## src/hw/rtl/calu_pkg.sv

```systemverilog
// Shared types, operation codes and constants of the flag-producing CPU ALU.
package calu_pkg;

   // operation codes carried in the request tuser
   localparam logic [4:0] FUNC_ADD   = 5'd0;
   localparam logic [4:0] FUNC_ADC   = 5'd1;
   localparam logic [4:0] FUNC_SUB   = 5'd2;
   localparam logic [4:0] FUNC_SBC   = 5'd3;
   localparam logic [4:0] FUNC_AND   = 5'd4;
   localparam logic [4:0] FUNC_XOR   = 5'd5;
   localparam logic [4:0] FUNC_OR    = 5'd6;
   localparam logic [4:0] FUNC_CP    = 5'd7;
   localparam logic [4:0] FUNC_INC   = 5'd8;
   localparam logic [4:0] FUNC_DEC   = 5'd9;
   localparam logic [4:0] FUNC_DAA   = 5'd10;
   localparam logic [4:0] FUNC_CPL   = 5'd11;
   localparam logic [4:0] FUNC_CCF   = 5'd12;
   localparam logic [4:0] FUNC_SCF   = 5'd13;
   localparam logic [4:0] FUNC_RLC   = 5'd14;
   localparam logic [4:0] FUNC_RRC   = 5'd15;
   localparam logic [4:0] FUNC_RL    = 5'd16;
   localparam logic [4:0] FUNC_RR    = 5'd17;
   localparam logic [4:0] FUNC_SLA   = 5'd18;
   localparam logic [4:0] FUNC_SRA   = 5'd19;
   localparam logic [4:0] FUNC_SRL   = 5'd20;
   localparam logic [4:0] FUNC_SWAP  = 5'd21;
   localparam logic [4:0] FUNC_BIT   = 5'd22;
   localparam logic [4:0] FUNC_SET   = 5'd23;
   localparam logic [4:0] FUNC_RES   = 5'd24;
   localparam logic [4:0] FUNC_ADD16 = 5'd25;
   localparam logic [4:0] FUNC_SPOFF = 5'd26;
   localparam logic [4:0] FUNC_INC16 = 5'd27;
   localparam logic [4:0] FUNC_DEC16 = 5'd28;

   // flag bit positions
   localparam int FLAG_Z = 3;
   localparam int FLAG_N = 2;
   localparam int FLAG_H = 1;
   localparam int FLAG_C = 0;

   // decimal adjust constants
   localparam logic [7:0] DAA_HI_ADJ  = 8'h60;
   localparam logic [7:0] DAA_LO_ADJ  = 8'h06;
   localparam logic [7:0] DAA_HI_LIM  = 8'h99;
   localparam logic [3:0] DAA_LO_LIM  = 4'h9;

   // widths of the packed stream words
   localparam int REQ_TDATA_W = 48;
   localparam int REQ_TUSER_W = 5;
   localparam int RSP_TDATA_W = 24;

   typedef struct packed {
      logic [4:0]        func;
      logic [15:0]       operand_a;
      logic [15:0]       operand_b;
      logic signed [7:0] signed_offset;
      logic [2:0]        bit_index;
      logic [3:0]        flags_in;
   } calu_req_type;

   typedef struct packed {
      logic [15:0] result;
      logic [3:0]  flags_out;
   } calu_rsp_type;

endpackage

```

## src/hw/rtl/calu_pipe.sv

```systemverilog
// One valid/ready register stage that holds a word until the next side takes it.
module calu_pipe #(
   parameter int WIDTH = 8
) (
   input  logic             clock,
   input  logic             reset,
   input  logic             in_valid,
   output logic             in_ready,
   input  logic [WIDTH-1:0] in_data,
   output logic             out_valid,
   input  logic             out_ready,
   output logic [WIDTH-1:0] out_data
);

   logic             valid_ff, valid_in;
   logic [WIDTH-1:0] data_ff;

   // take a new word when empty or when the held word leaves this cycle
   assign in_ready = !valid_ff || out_ready;
   assign valid_in = in_ready ? in_valid : valid_ff;

   always_ff @(posedge clock) begin
      if (reset) begin
         valid_ff <= 1'b0;
      end else begin
         valid_ff <= valid_in;
      end
   end

   // load the payload on every accepted word
   always_ff @(posedge clock) begin
      if (in_valid && in_ready) begin
         data_ff <= in_data;
      end
   end

   assign out_valid = valid_ff;
   assign out_data  = data_ff;

endmodule

```

## src/hw/rtl/calu_exec.sv

```systemverilog
// Combinational datapath: result and flags for one ALU operation.
module calu_exec (
   input  calu_pkg::calu_req_type req,
   output calu_pkg::calu_rsp_type rsp
);

   logic [7:0]  a, b, r8, mask, daa_val;
   logic        fz, fn, fh, fc, cin, daa_c;
   logic [8:0]  add9, sub9;
   logic [4:0]  addh, subh;
   logic [16:0] add17;
   logic [12:0] add13;
   logic [4:0]  sph;
   logic [8:0]  spc;
   logic [15:0] sp_sum;
   logic [15:0] r16;
   logic [3:0]  nf;

   // split the operands and incoming flags
   assign a   = req.operand_a[7:0];
   assign b   = req.operand_b[7:0];
   assign fz  = req.flags_in[calu_pkg::FLAG_Z];
   assign fn  = req.flags_in[calu_pkg::FLAG_N];
   assign fh  = req.flags_in[calu_pkg::FLAG_H];
   assign fc  = req.flags_in[calu_pkg::FLAG_C];
   assign cin = ((req.func == calu_pkg::FUNC_ADC) || (req.func == calu_pkg::FUNC_SBC)) && fc;

   // byte add and subtract with nibble carries
   assign add9 = {1'b0, a} + {1'b0, b} + {8'd0, cin};
   assign addh = {1'b0, a[3:0]} + {1'b0, b[3:0]} + {4'd0, cin};
   assign sub9 = {1'b0, a} - {1'b0, b} - {8'd0, cin};
   assign subh = {1'b0, a[3:0]} - {1'b0, b[3:0]} - {4'd0, cin};

   // pair add with carries out of bits 11 and 15
   assign add17 = {1'b0, req.operand_a} + {1'b0, req.operand_b};
   assign add13 = {1'b0, req.operand_a[11:0]} + {1'b0, req.operand_b[11:0]};

   // stack pointer plus sign-extended offset; flags from the low byte
   assign sp_sum = req.operand_a + 16'(req.signed_offset);
   assign sph    = {1'b0, req.operand_a[3:0]} + {1'b0, req.signed_offset[3:0]};
   assign spc    = {1'b0, req.operand_a[7:0]} + {1'b0, req.signed_offset[7:0]};

   assign mask = 8'd1 << req.bit_index;

   // decimal adjust after add or subtract
   always_comb begin
      daa_val = a;
      daa_c   = fc;
      if (fn) begin
         if (fc) daa_val = daa_val - calu_pkg::DAA_HI_ADJ;
         if (fh) daa_val = daa_val - calu_pkg::DAA_LO_ADJ;
      end else begin
         if (fc || (a > calu_pkg::DAA_HI_LIM)) begin
            daa_val = daa_val + calu_pkg::DAA_HI_ADJ;
            daa_c   = 1'b1;
         end
         if (fh || (a[3:0] > calu_pkg::DAA_LO_LIM)) daa_val = daa_val + calu_pkg::DAA_LO_ADJ;
      end
   end

   // select result and flags by operation
   always_comb begin
      r8  = 8'd0;
      r16 = req.operand_a;
      nf  = req.flags_in;
      unique case (req.func)
         calu_pkg::FUNC_ADD, calu_pkg::FUNC_ADC: begin
            r8  = add9[7:0];
            r16 = {8'd0, r8};
            nf  = {r8 == 8'd0, 1'b0, addh[4], add9[8]};
         end
         calu_pkg::FUNC_SUB, calu_pkg::FUNC_SBC: begin
            r8  = sub9[7:0];
            r16 = {8'd0, r8};
            nf  = {r8 == 8'd0, 1'b1, subh[4], sub9[8]};
         end
         calu_pkg::FUNC_CP: begin
            nf  = {sub9[7:0] == 8'd0, 1'b1, subh[4], sub9[8]};
         end
         calu_pkg::FUNC_AND: begin
            r8  = a & b;
            r16 = {8'd0, r8};
            nf  = {r8 == 8'd0, 1'b0, 1'b1, 1'b0};
         end
         calu_pkg::FUNC_XOR: begin
            r8  = a ^ b;
            r16 = {8'd0, r8};
            nf  = {r8 == 8'd0, 3'b000};
         end
         calu_pkg::FUNC_OR: begin
            r8  = a | b;
            r16 = {8'd0, r8};
            nf  = {r8 == 8'd0, 3'b000};
         end
         calu_pkg::FUNC_INC: begin
            r8  = a + 8'd1;
            r16 = {8'd0, r8};
            nf  = {r8 == 8'd0, 1'b0, a[3:0] == 4'hF, fc};
         end
         calu_pkg::FUNC_DEC: begin
            r8  = a - 8'd1;
            r16 = {8'd0, r8};
            nf  = {r8 == 8'd0, 1'b1, a[3:0] == 4'h0, fc};
         end
         calu_pkg::FUNC_DAA: begin
            r8  = daa_val;
            r16 = {8'd0, r8};
            nf  = {r8 == 8'd0, fn, 1'b0, daa_c};
         end
         calu_pkg::FUNC_CPL: begin
            r8  = ~a;
            r16 = {8'd0, r8};
            nf  = {fz, 1'b1, 1'b1, fc};
         end
         calu_pkg::FUNC_CCF: nf = {fz, 1'b0, 1'b0, !fc};
         calu_pkg::FUNC_SCF: nf = {fz, 1'b0, 1'b0, 1'b1};
         calu_pkg::FUNC_RLC: begin
            r8  = {a[6:0], a[7]};
            r16 = {8'd0, r8};
            nf  = {r8 == 8'd0, 1'b0, 1'b0, a[7]};
         end
         calu_pkg::FUNC_RRC: begin
            r8  = {a[0], a[7:1]};
            r16 = {8'd0, r8};
            nf  = {r8 == 8'd0, 1'b0, 1'b0, a[0]};
         end
         calu_pkg::FUNC_RL: begin
            r8  = {a[6:0], fc};
            r16 = {8'd0, r8};
            nf  = {r8 == 8'd0, 1'b0, 1'b0, a[7]};
         end
         calu_pkg::FUNC_RR: begin
            r8  = {fc, a[7:1]};
            r16 = {8'd0, r8};
            nf  = {r8 == 8'd0, 1'b0, 1'b0, a[0]};
         end
         calu_pkg::FUNC_SLA: begin
            r8  = {a[6:0], 1'b0};
            r16 = {8'd0, r8};
            nf  = {r8 == 8'd0, 1'b0, 1'b0, a[7]};
         end
         calu_pkg::FUNC_SRA: begin
            r8  = {a[7], a[7:1]};
            r16 = {8'd0, r8};
            nf  = {r8 == 8'd0, 1'b0, 1'b0, a[0]};
         end
         calu_pkg::FUNC_SRL: begin
            r8  = {1'b0, a[7:1]};
            r16 = {8'd0, r8};
            nf  = {r8 == 8'd0, 1'b0, 1'b0, a[0]};
         end
         calu_pkg::FUNC_SWAP: begin
            r8  = {a[3:0], a[7:4]};
            r16 = {8'd0, r8};
            nf  = {r8 == 8'd0, 3'b000};
         end
         calu_pkg::FUNC_BIT: begin
            nf  = {(a & mask) == 8'd0, 1'b0, 1'b1, fc};
         end
         calu_pkg::FUNC_SET: begin
            r8  = a | mask;
            r16 = {8'd0, r8};
         end
         calu_pkg::FUNC_RES: begin
            r8  = a & ~mask;
            r16 = {8'd0, r8};
         end
         calu_pkg::FUNC_ADD16: begin
            r16 = add17[15:0];
            nf  = {fz, 1'b0, add13[12], add17[16]};
         end
         calu_pkg::FUNC_SPOFF: begin
            r16 = sp_sum;
            nf  = {1'b0, 1'b0, sph[4], spc[8]};
         end
         calu_pkg::FUNC_INC16: r16 = req.operand_a + 16'd1;
         calu_pkg::FUNC_DEC16: r16 = req.operand_a - 16'd1;
         default: begin
            r16 = req.operand_a;
            nf  = req.flags_in;
         end
      endcase
   end

   assign rsp.result    = r16;
   assign rsp.flags_out = nf;

endmodule

```

## src/hw/rtl/cpu_alu_with_flags.sv

```systemverilog
// Top level of the flag-producing CPU ALU: input register, datapath, result register.
// Each accepted request word passes through the input register and the result register to its response word.
// Throughput: one word per cycle; the two register stages pass words on whenever
// the next side is free, and the datapath between them is one short add or logic step.
// Reset: synchronous, active high; it clears both stage valid bits, no other state.
module cpu_alu_with_flags (
   input  logic        clock,
   input  logic        reset,
   input  logic        req_tvalid,
   output logic        req_tready,
   // tdata: operand_a[15:0], operand_b[31:16], signed_offset[39:32],
   //        bit_index[42:40], flags_in[46:43], zero[47]
   input  logic [calu_pkg::REQ_TDATA_W-1:0] req_tdata,
   // tuser: func[4:0]
   input  logic [calu_pkg::REQ_TUSER_W-1:0] req_tuser,
   output logic        rsp_tvalid,
   input  logic        rsp_tready,
   // tdata: result[15:0], flags_out[19:16], zero[23:20]
   output logic [calu_pkg::RSP_TDATA_W-1:0] rsp_tdata
);

   localparam int REQ_W = $bits(calu_pkg::calu_req_type);
   localparam int RSP_W = $bits(calu_pkg::calu_rsp_type);

   calu_pkg::calu_req_type req_word, s1_word;
   calu_pkg::calu_rsp_type s1_rsp, s2_word;
   logic [REQ_W-1:0] s1_bits;
   logic [RSP_W-1:0] s2_bits;
   logic             s1_valid, s1_ready;

   // unpack the request word
   assign req_word.func          = req_tuser;
   assign req_word.operand_a     = req_tdata[15:0];
   assign req_word.operand_b     = req_tdata[31:16];
   assign req_word.signed_offset = req_tdata[39:32];
   assign req_word.bit_index     = req_tdata[42:40];
   assign req_word.flags_in      = req_tdata[46:43];

   // input register
   calu_pipe #(.WIDTH(REQ_W)) u_in_stage (
      .clock     (clock),
      .reset     (reset),
      .in_valid  (req_tvalid),
      .in_ready  (req_tready),
      .in_data   (req_word),
      .out_valid (s1_valid),
      .out_ready (s1_ready),
      .out_data  (s1_bits)
   );

   assign s1_word = calu_pkg::calu_req_type'(s1_bits);

   // compute result and flags
   calu_exec u_exec (
      .req (s1_word),
      .rsp (s1_rsp)
   );

   // result register
   calu_pipe #(.WIDTH(RSP_W)) u_out_stage (
      .clock     (clock),
      .reset     (reset),
      .in_valid  (s1_valid),
      .in_ready  (s1_ready),
      .in_data   (s1_rsp),
      .out_valid (rsp_tvalid),
      .out_ready (rsp_tready),
      .out_data  (s2_bits)
   );

   assign s2_word   = calu_pkg::calu_rsp_type'(s2_bits);
   assign rsp_tdata = {4'd0, s2_word.flags_out, s2_word.result};

   // no response is offered right after a reset cycle
   a_reset_clears: assert property (@(posedge clock) reset |=> !rsp_tvalid)
      else $error("response valid after reset");

   // an accepted request word is held in the input stage next cycle
   a_accept_lands: assert property (@(posedge clock) disable iff (reset)
      req_tvalid && req_tready |=> s1_valid)
      else $error("accepted request lost");

   // with both stages full and the output stalled, no new request is taken
   a_full_stall: assert property (@(posedge clock) disable iff (reset)
      s1_valid && rsp_tvalid && !rsp_tready |-> !req_tready)
      else $error("request taken while pipeline full");

   // a stalled input stage keeps its word while the result is pending
   a_s1_hold: assert property (@(posedge clock) disable iff (reset)
      s1_valid && !s1_ready |=> s1_valid && $stable(s1_bits))
      else $error("input stage changed while stalled");

endmodule

```

## config.mk

```make
export PLATFORM = sky130hd
export DESIGN_NAME = cpu_alu_with_flags
export DESIGN_NICKNAME = d
export VERILOG_FILES = /design/src/hw/rtl/calu_pkg.sv /design/src/hw/rtl/calu_pipe.sv /design/src/hw/rtl/calu_exec.sv /design/src/hw/rtl/cpu_alu_with_flags.sv
export SDC_FILE = /design/constraint.sdc
export NUM_CORES = 1
export LEC_CHECK = 0
export ABC_AREA = 0
export BUFFER_PORTS_ARGS = -buffer_cell sky130_fd_sc_hd__clkbuf_2
export CORE_ASPECT_RATIO = 1.25
export CORE_MARGIN = 10
export CORE_UTILIZATION = 50
export DETAILED_ROUTE_END_ITERATION = 7
export PLACE_DENSITY = 0.7
export SLEW_MARGIN = 15
export SYNTH_ARGS = -nofsm -noshare
export SYNTH_HDL_FRONTEND = slang
export SYNTH_SLANG_ARGS = --single-unit
```

## constraint.sdc

```tcl
create_clock -name clock -period 4.73 [get_ports clock]
set_input_delay 0.2365 -clock clock [delete_from_list [all_inputs] [get_ports clock]]
set_output_delay 0.2365 -clock clock [all_outputs]
set_load 0.02 [all_outputs]
```

Word-level counts from Yosys, hierarchy flattened

Index checks and enable logic that the tools add are counted.

Word-level logic and storage cells: 109
Register bits: 74
Output and inout bits: 26
Input port bits: 57

$add $sub $neg: 21
Magnitude comparators: 2
Bitwise gates (word level): 8
Shift operators: 1
Equal/unequal tests: 29
Reduce and logical (&&, ||, !) cells: 33
Multiplexer cells: 11

Operators by type and width:

| cell                  | number |
|---|---|
| $pmux 16 s23          | 1 |
| $logic_not 8->1       | 15 |
| $pmux 4 s22           | 1 |
| $eq 5x5->1 const B    | 13 |
| $mux 8                | 7 |
| $eq 5x4->1 const B    | 8 |
| $and 8x8->8           | 3 |
| $eq 5x3->1 const B    | 4 |
| $add 8x8->9           | 2 |
| $add 16x16->17        | 1 |
| $add 16x1->16 const B | 1 |
| $add 16x16->16        | 1 |
| $not 8->8             | 2 |
| $or 8x8->8            | 2 |
| $sub 16x1->16 const B | 1 |
| $logic_not 7->1       | 2 |
| $add 12x12->13        | 1 |
| $add 4x4->5           | 2 |
| $eq 5x2->1 const B    | 2 |
| $add 9x1->9           | 1 |
| $sub 8x8->9           | 1 |
| $sub 9x1->9           | 1 |
| $add 8x1->8 const B   | 1 |
| $add 8x3->8 const B   | 1 |
| other kinds (21)      | 31 |

Depth between registers and ports, before layout

Depth in word-level cells: 9
Gate-level depth with buffers: 16
Depth with buffers taken out: 15

By module

From an unflattened synthesis, not the netlist that was laid out.

Cells, all modules: 884
Area, all modules: 7,614.8 sq um

Modules (own cells, without submodules):

| module                  | cells an instance | instances | area an instance (sq um) | sequential area each (sq um) |
|---|---|---|---|---|
| calu_exec               | 797               | 1         | 5,308.8                  | 0.0 |
| calu_pipe (u_in_stage)  | 57                | 1         | 1,616.6                  | 1,581.5 |
| calu_pipe (u_out_stage) | 25                | 1         | 655.6                    | 620.6 |
| cpu_alu_with_flags      | 5                 | 1         | 33.8                     | 0.0 |

Worst setup path after synthesis

Ideal clock, no wire load.

Path kind: reg-to-reg
Start point: register u_in_stage.data_ff[48] (netlist: u_in_stage.out_data[48])
End point: register u_out_stage.data_ff[18] (netlist: u_out_stage.out_data[18]), data pin
Path buffers: 2
Data arrival time: 3,350 ps
Stages on the path, launching flop included: 15
Clock period less this slack: 3,621 ps
Data required time: 4,459 ps
Setup time: 271 ps
Setup slack: 1,109 ps
Cell sequence: edfxtp_1 > or3b_1 > buf_4 > a21oi_1 > clkbuf_1 > o21ai_0 > ha_1 > nor2b_1 > o31a_1 > o211ai_1 > a21oi_1 > o31ai_1 > o21ai_0 > xnor2_1 > o221ai_1

RTL lines:

| element                | RTL line        | RTL |
|---|---|---|
| from (decl)            | calu_pipe.sv:16 | `logic [WIDTH-1:0] data_ff;` |
| from (signal assigned) | calu_pipe.sv:33 | `data_ff <= in_data;` |
| to (signal assigned)   | calu_pipe.sv:33 |  |
| to (decl)              | calu_pipe.sv:16 |  |

==> impl_metrics.env <==
export IMPL_status="completed"
export IMPL_area_growth_synth_to_final_pct=12.3
export IMPL_vdd_drop_max_mv=0.227
export IMPL_slowest_stage="nand4_1"
export IMPL_initial_core_util_pct=50.9
export IMPL_yosysWarnings=0
export IMPL_cp_end_kind="register"
export IMPL_gp_congestion=1.05
export IMPL_tns_ns=0
export IMPL_crit_buf_inv=2
export IMPL_ys_async_sr_fraction_pct=0
export IMPL_hold_viol=0
export IMPL_drive_above_1_share_pct=15.0
export IMPL_grt_pass1_wl_mm=41.9
export IMPL_grt_use_met2_pct=43.4
export IMPL_die_y_um=158
export IMPL_yosysTopAreaCell="edfxtp_1"
export IMPL_n_antenna_cell=0
export IMPL_worst_slew_pin_slew_ns=1.16
export IMPL_fin_crit_sh_pct=86.0
export IMPL_num_vias=7542
export IMPL_cts_sinks=74
export IMPL_required_ns=4.85
export IMPL_cp_top_family="compound AO/OA/AOI/OAI gates"
export IMPL_hold_buffers=0
export IMPL_met3_usage_pct=4.95
export IMPL_nNetsFinal=1093
export IMPL_cts_resized=0
export IMPL_min_period_ns=4.07
export IMPL_syn_area_per_cell_um2=8.60
export IMPL_synth_cells=885
export IMPL_post_route_drc_count=0
export IMPL_viasPerCell=6.59
export IMPL_track_usage_pct=26.8
export IMPL_yosys_top_cells_area="edfxtp_1 28%, ha_1 12%, xnor2_1 5.3%, a21oi_1 4.5%, nor2_1 3.6%"
export IMPL_multi_input_area_um2=5020
export IMPL_netlist_area_leader_share_pct=28.4
export IMPL_p_sw_share_pct=35.7
export IMPL_htreeDepth=3
export IMPL_antenna_found_initial=0
export IMPL_cp_cell_sequence="buf_4 -> nand4_1 -> o21a_1 -> inv_1 -> ha_1 -> nor2b_1 -> o31ai_1 -> a211oi_1 -> o31ai_1 -> o21ai_0 -> and4b_1 -> a31oi_1 -> o21ai_1"
export IMPL_postRouteAntennaNets=0
export IMPL_crit_top_cell="o31ai_1"
export IMPL_seqPwrFrac_pct=34.7
export IMPL_p_total_mw=2.32
export IMPL_wirelength_mm=27.5
export IMPL_startpoint="u_in_stage.out_data[49]"
export IMPL_p_per_area_nw_per_um2=271
export IMPL_clk_latency_ns=0.37
export IMPL_nFillCells=1365
export IMPL_cp_endpoint="u_out_stage.out_data[19]"
export IMPL_cts_tree="done"
export IMPL_first_iter_violations=912
export IMPL_cap_violations=0
export IMPL_grt_pass1_vias=7334
export IMPL_wl_per_cell_um=24.0
export IMPL_critPathLaunchType="register"
export IMPL_dr_pass1_iters=6
export IMPL_switchingPower_uw=828
export IMPL_grt_max_degree=37
export IMPL_synth_edff_count=72
export IMPL_synthFlopType="edfxtp_1"
export IMPL_min_path_type="input port to register"
export IMPL_cp_num_cells=13
export IMPL_fp_dieW_um=130
export IMPL_fmaxAchievable_mhz=246
export IMPL_cp_arrival_ns=4.19
export IMPL_crit_type="register to register"
export IMPL_rows=50
export IMPL_ys_seq_area_share_pct=28.9
export IMPL_ios=83
export IMPL_ys_ff_latch=74
export IMPL_portBuffers=77
export IMPL_slowest_delay_ns=0.60
export IMPL_core_area_um2=15000
export IMPL_grt_busiest_layer="met2"
export IMPL_grt_overflow=0
export IMPL_synth_area_um2=7610
export IMPL_slew_headroom_pct=22.0
export IMPL_cp_max_fo=36
export IMPL_ctsRootBufferMaster="clkbuf_16"
export IMPL_clock_path_buffers=2
export IMPL_grt_met1_usage_pct=31.2
export IMPL_rsz0062_at_grt="false"
export IMPL_ff2ff_path_depth=13
export IMPL_r2r_setup_slack_ns=0.66
export IMPL_p_int_mw=1.49
export IMPL_drv_slew=0
export IMPL_path_clk_slew_ns=0.07
export IMPL_clock_skew_ns=0.0164
export IMPL_rr_endpoint="u_out_stage.out_data[19]"
export IMPL_dieArea_um2=20600
export IMPL_numCtsBuffers=9
export IMPL_finalSetupViolCount=0
export IMPL_dp_final_hpwl_mm=20.8
export IMPL_comb_power_share_pct=33.6
export IMPL_seq_area_um2=2200
export IMPL_cts_setup_buffers=0
export IMPL_timing_rr_start="u_in_stage.out_data[49]"
export IMPL_ys_types=86
export IMPL_p_leak_nw=3.43
export IMPL_clockPowerShare_pct=31.7
==> metrics by stage <==
step / utilization, % / hold WS [ns] / setup slack, ns / cell area [um^2] / instances
floorplan: - / 0.309 / 1.11 / 7620 / 888
global placement: 55.1 / 0.413 / 0.783 / 8240 / 1128
detailed placement: 55.1 / 0.415 / 0.753 / 8240 / 1128
CTS: 57.2 / 0.0329 / 0.704 / 8550 / 1144
global route: 57.2 / 0.0375 / 0.302 / 8550 / 1144
finish: 57.2 / 0.0400 / 0.660 / 8550 / 1144
==> placed cells by master, fill, tap and decap left out, types with 6 or more instances in the layout <==
cell type  synthesis  layout
a211oi_1          11      11
a21o_1            14      14
a21oi_1           68      68
a221oi_1          13      13
a22oi_1           12      12
a31oi_1            9       9
buf_4              8      32
clkbuf_16          0       9
clkbuf_2           0      77
edfxtp_1          72      72
fa_1               6       6
ha_1              73      73
inv_1             40      40
mux2i_1            7       7
nand2_1           59      59
nand2b_1          12      12
nand3_1           31      31
nand3b_1           6       6
nand4_1           10      10
nor2_1            72      72
nor2b_1           16      15
nor3_1            26      26
nor4_1            11      11
o211ai_1           6       6
o21a_1            10      10
o21ai_0           54      54
o22ai_1            6       6
o31ai_1            6       6
or3_1              8       8
xnor2_1           46      46
xor2_1            15      15
==> logic make-up after synthesis <==
| kind of cell | Yosys count | share of synthesized area [%] |
|---|---|---|
| AO/OA/AOI/OAI | 277 | 24.5 |
| XOR/XNOR | 61 | 7.02 |
| adder cells (fa/ha/maj) | 79 | 13.6 |
| buffers and inverters | 95 | 5.30 |
| flip-flops | 74 | 28.9 |
| multiplexers | 8 | 1.07 |
| other | 1 | 0.0493 |
| AND/OR/NAND/NOR | 290 | 19.6 |
==> layout make-up <==
class                      instances  area share, %
timing repair buffer             109           7.32
inverter                          44           1.93
clock buffer                       9           2.63
sequential                        74           25.8
multi-input combinational        719           58.7
tap                              182           2.66
clock inverter                     7          0.981
==> worst min-delay path by stage <==
| stage | end | slack, ns | startpoint | depth (start not counted) |
|---|---|---|---|---|
| floorplan | u_in_stage.out_valid | 0.31 | reset | 1 |
| global placement | u_in_stage.out_data[25] | 0.41 | req_tdata[26] | 1 |
| detailed placement | u_out_stage.out_valid | 0.41 | reset | 2 |
| CTS | u_in_stage.out_data[2] | 0.03 | req_tdata[45] | 1 |
| global route | u_in_stage.out_data[29] | 0.04 | req_tdata[30] | 1 |
| finish | u_in_stage.out_data[9] | 0.04 | req_tdata[34] | 1 |
==> sequential cells by signal, indices dropped and copies added (netlist names) <==
signal and cells:
u_out_stage.out_valid 1, u_in_stage.out_data 52, u_in_stage.out_valid 1, u_out_stage.out_data 20
==> per-layer routing <==
layer  wire, um  vias up
met5          0        -
met4       2030        0
met3       1860      125
met2      12900      394
met1      10700     3546
li1           -     3477
==> power by group through the flow <==
stage | Sequential (mW) | Clock (mW) | Combinational (mW)
global route | 0.809 | 0.775 | 0.840
finish | 0.805 | 0.735 | 0.779
detailed placement | 0.818 | 0 | 0.756
floorplan | 0.827 | 0 | 0.516
CTS | 0.804 | 0.749 | 0.762
global placement | 0.817 | 0 | 0.753
==> cells in the mapped netlist, types with 7 or more instances <==
master,number
ha_1,73
edfxtp_1,72
nor2_1,72
a21oi_1,68
nand2_1,59
o21ai_0,54
xnor2_1,46
inv_1,40
nand3_1,31
nor3_1,26
clkbuf_1,24
nor2b_1,16
xor2_1,15
a21o_1,14
a221oi_1,13
buf_2,13
a22oi_1,12
nand2b_1,12
a211oi_1,11
nor4_1,11
nand4_1,10
o21a_1,10
a31oi_1,9
buf_4,8
or3_1,8
mux2i_1,7
Note: power is estimated with default switching activity, not from simulation.
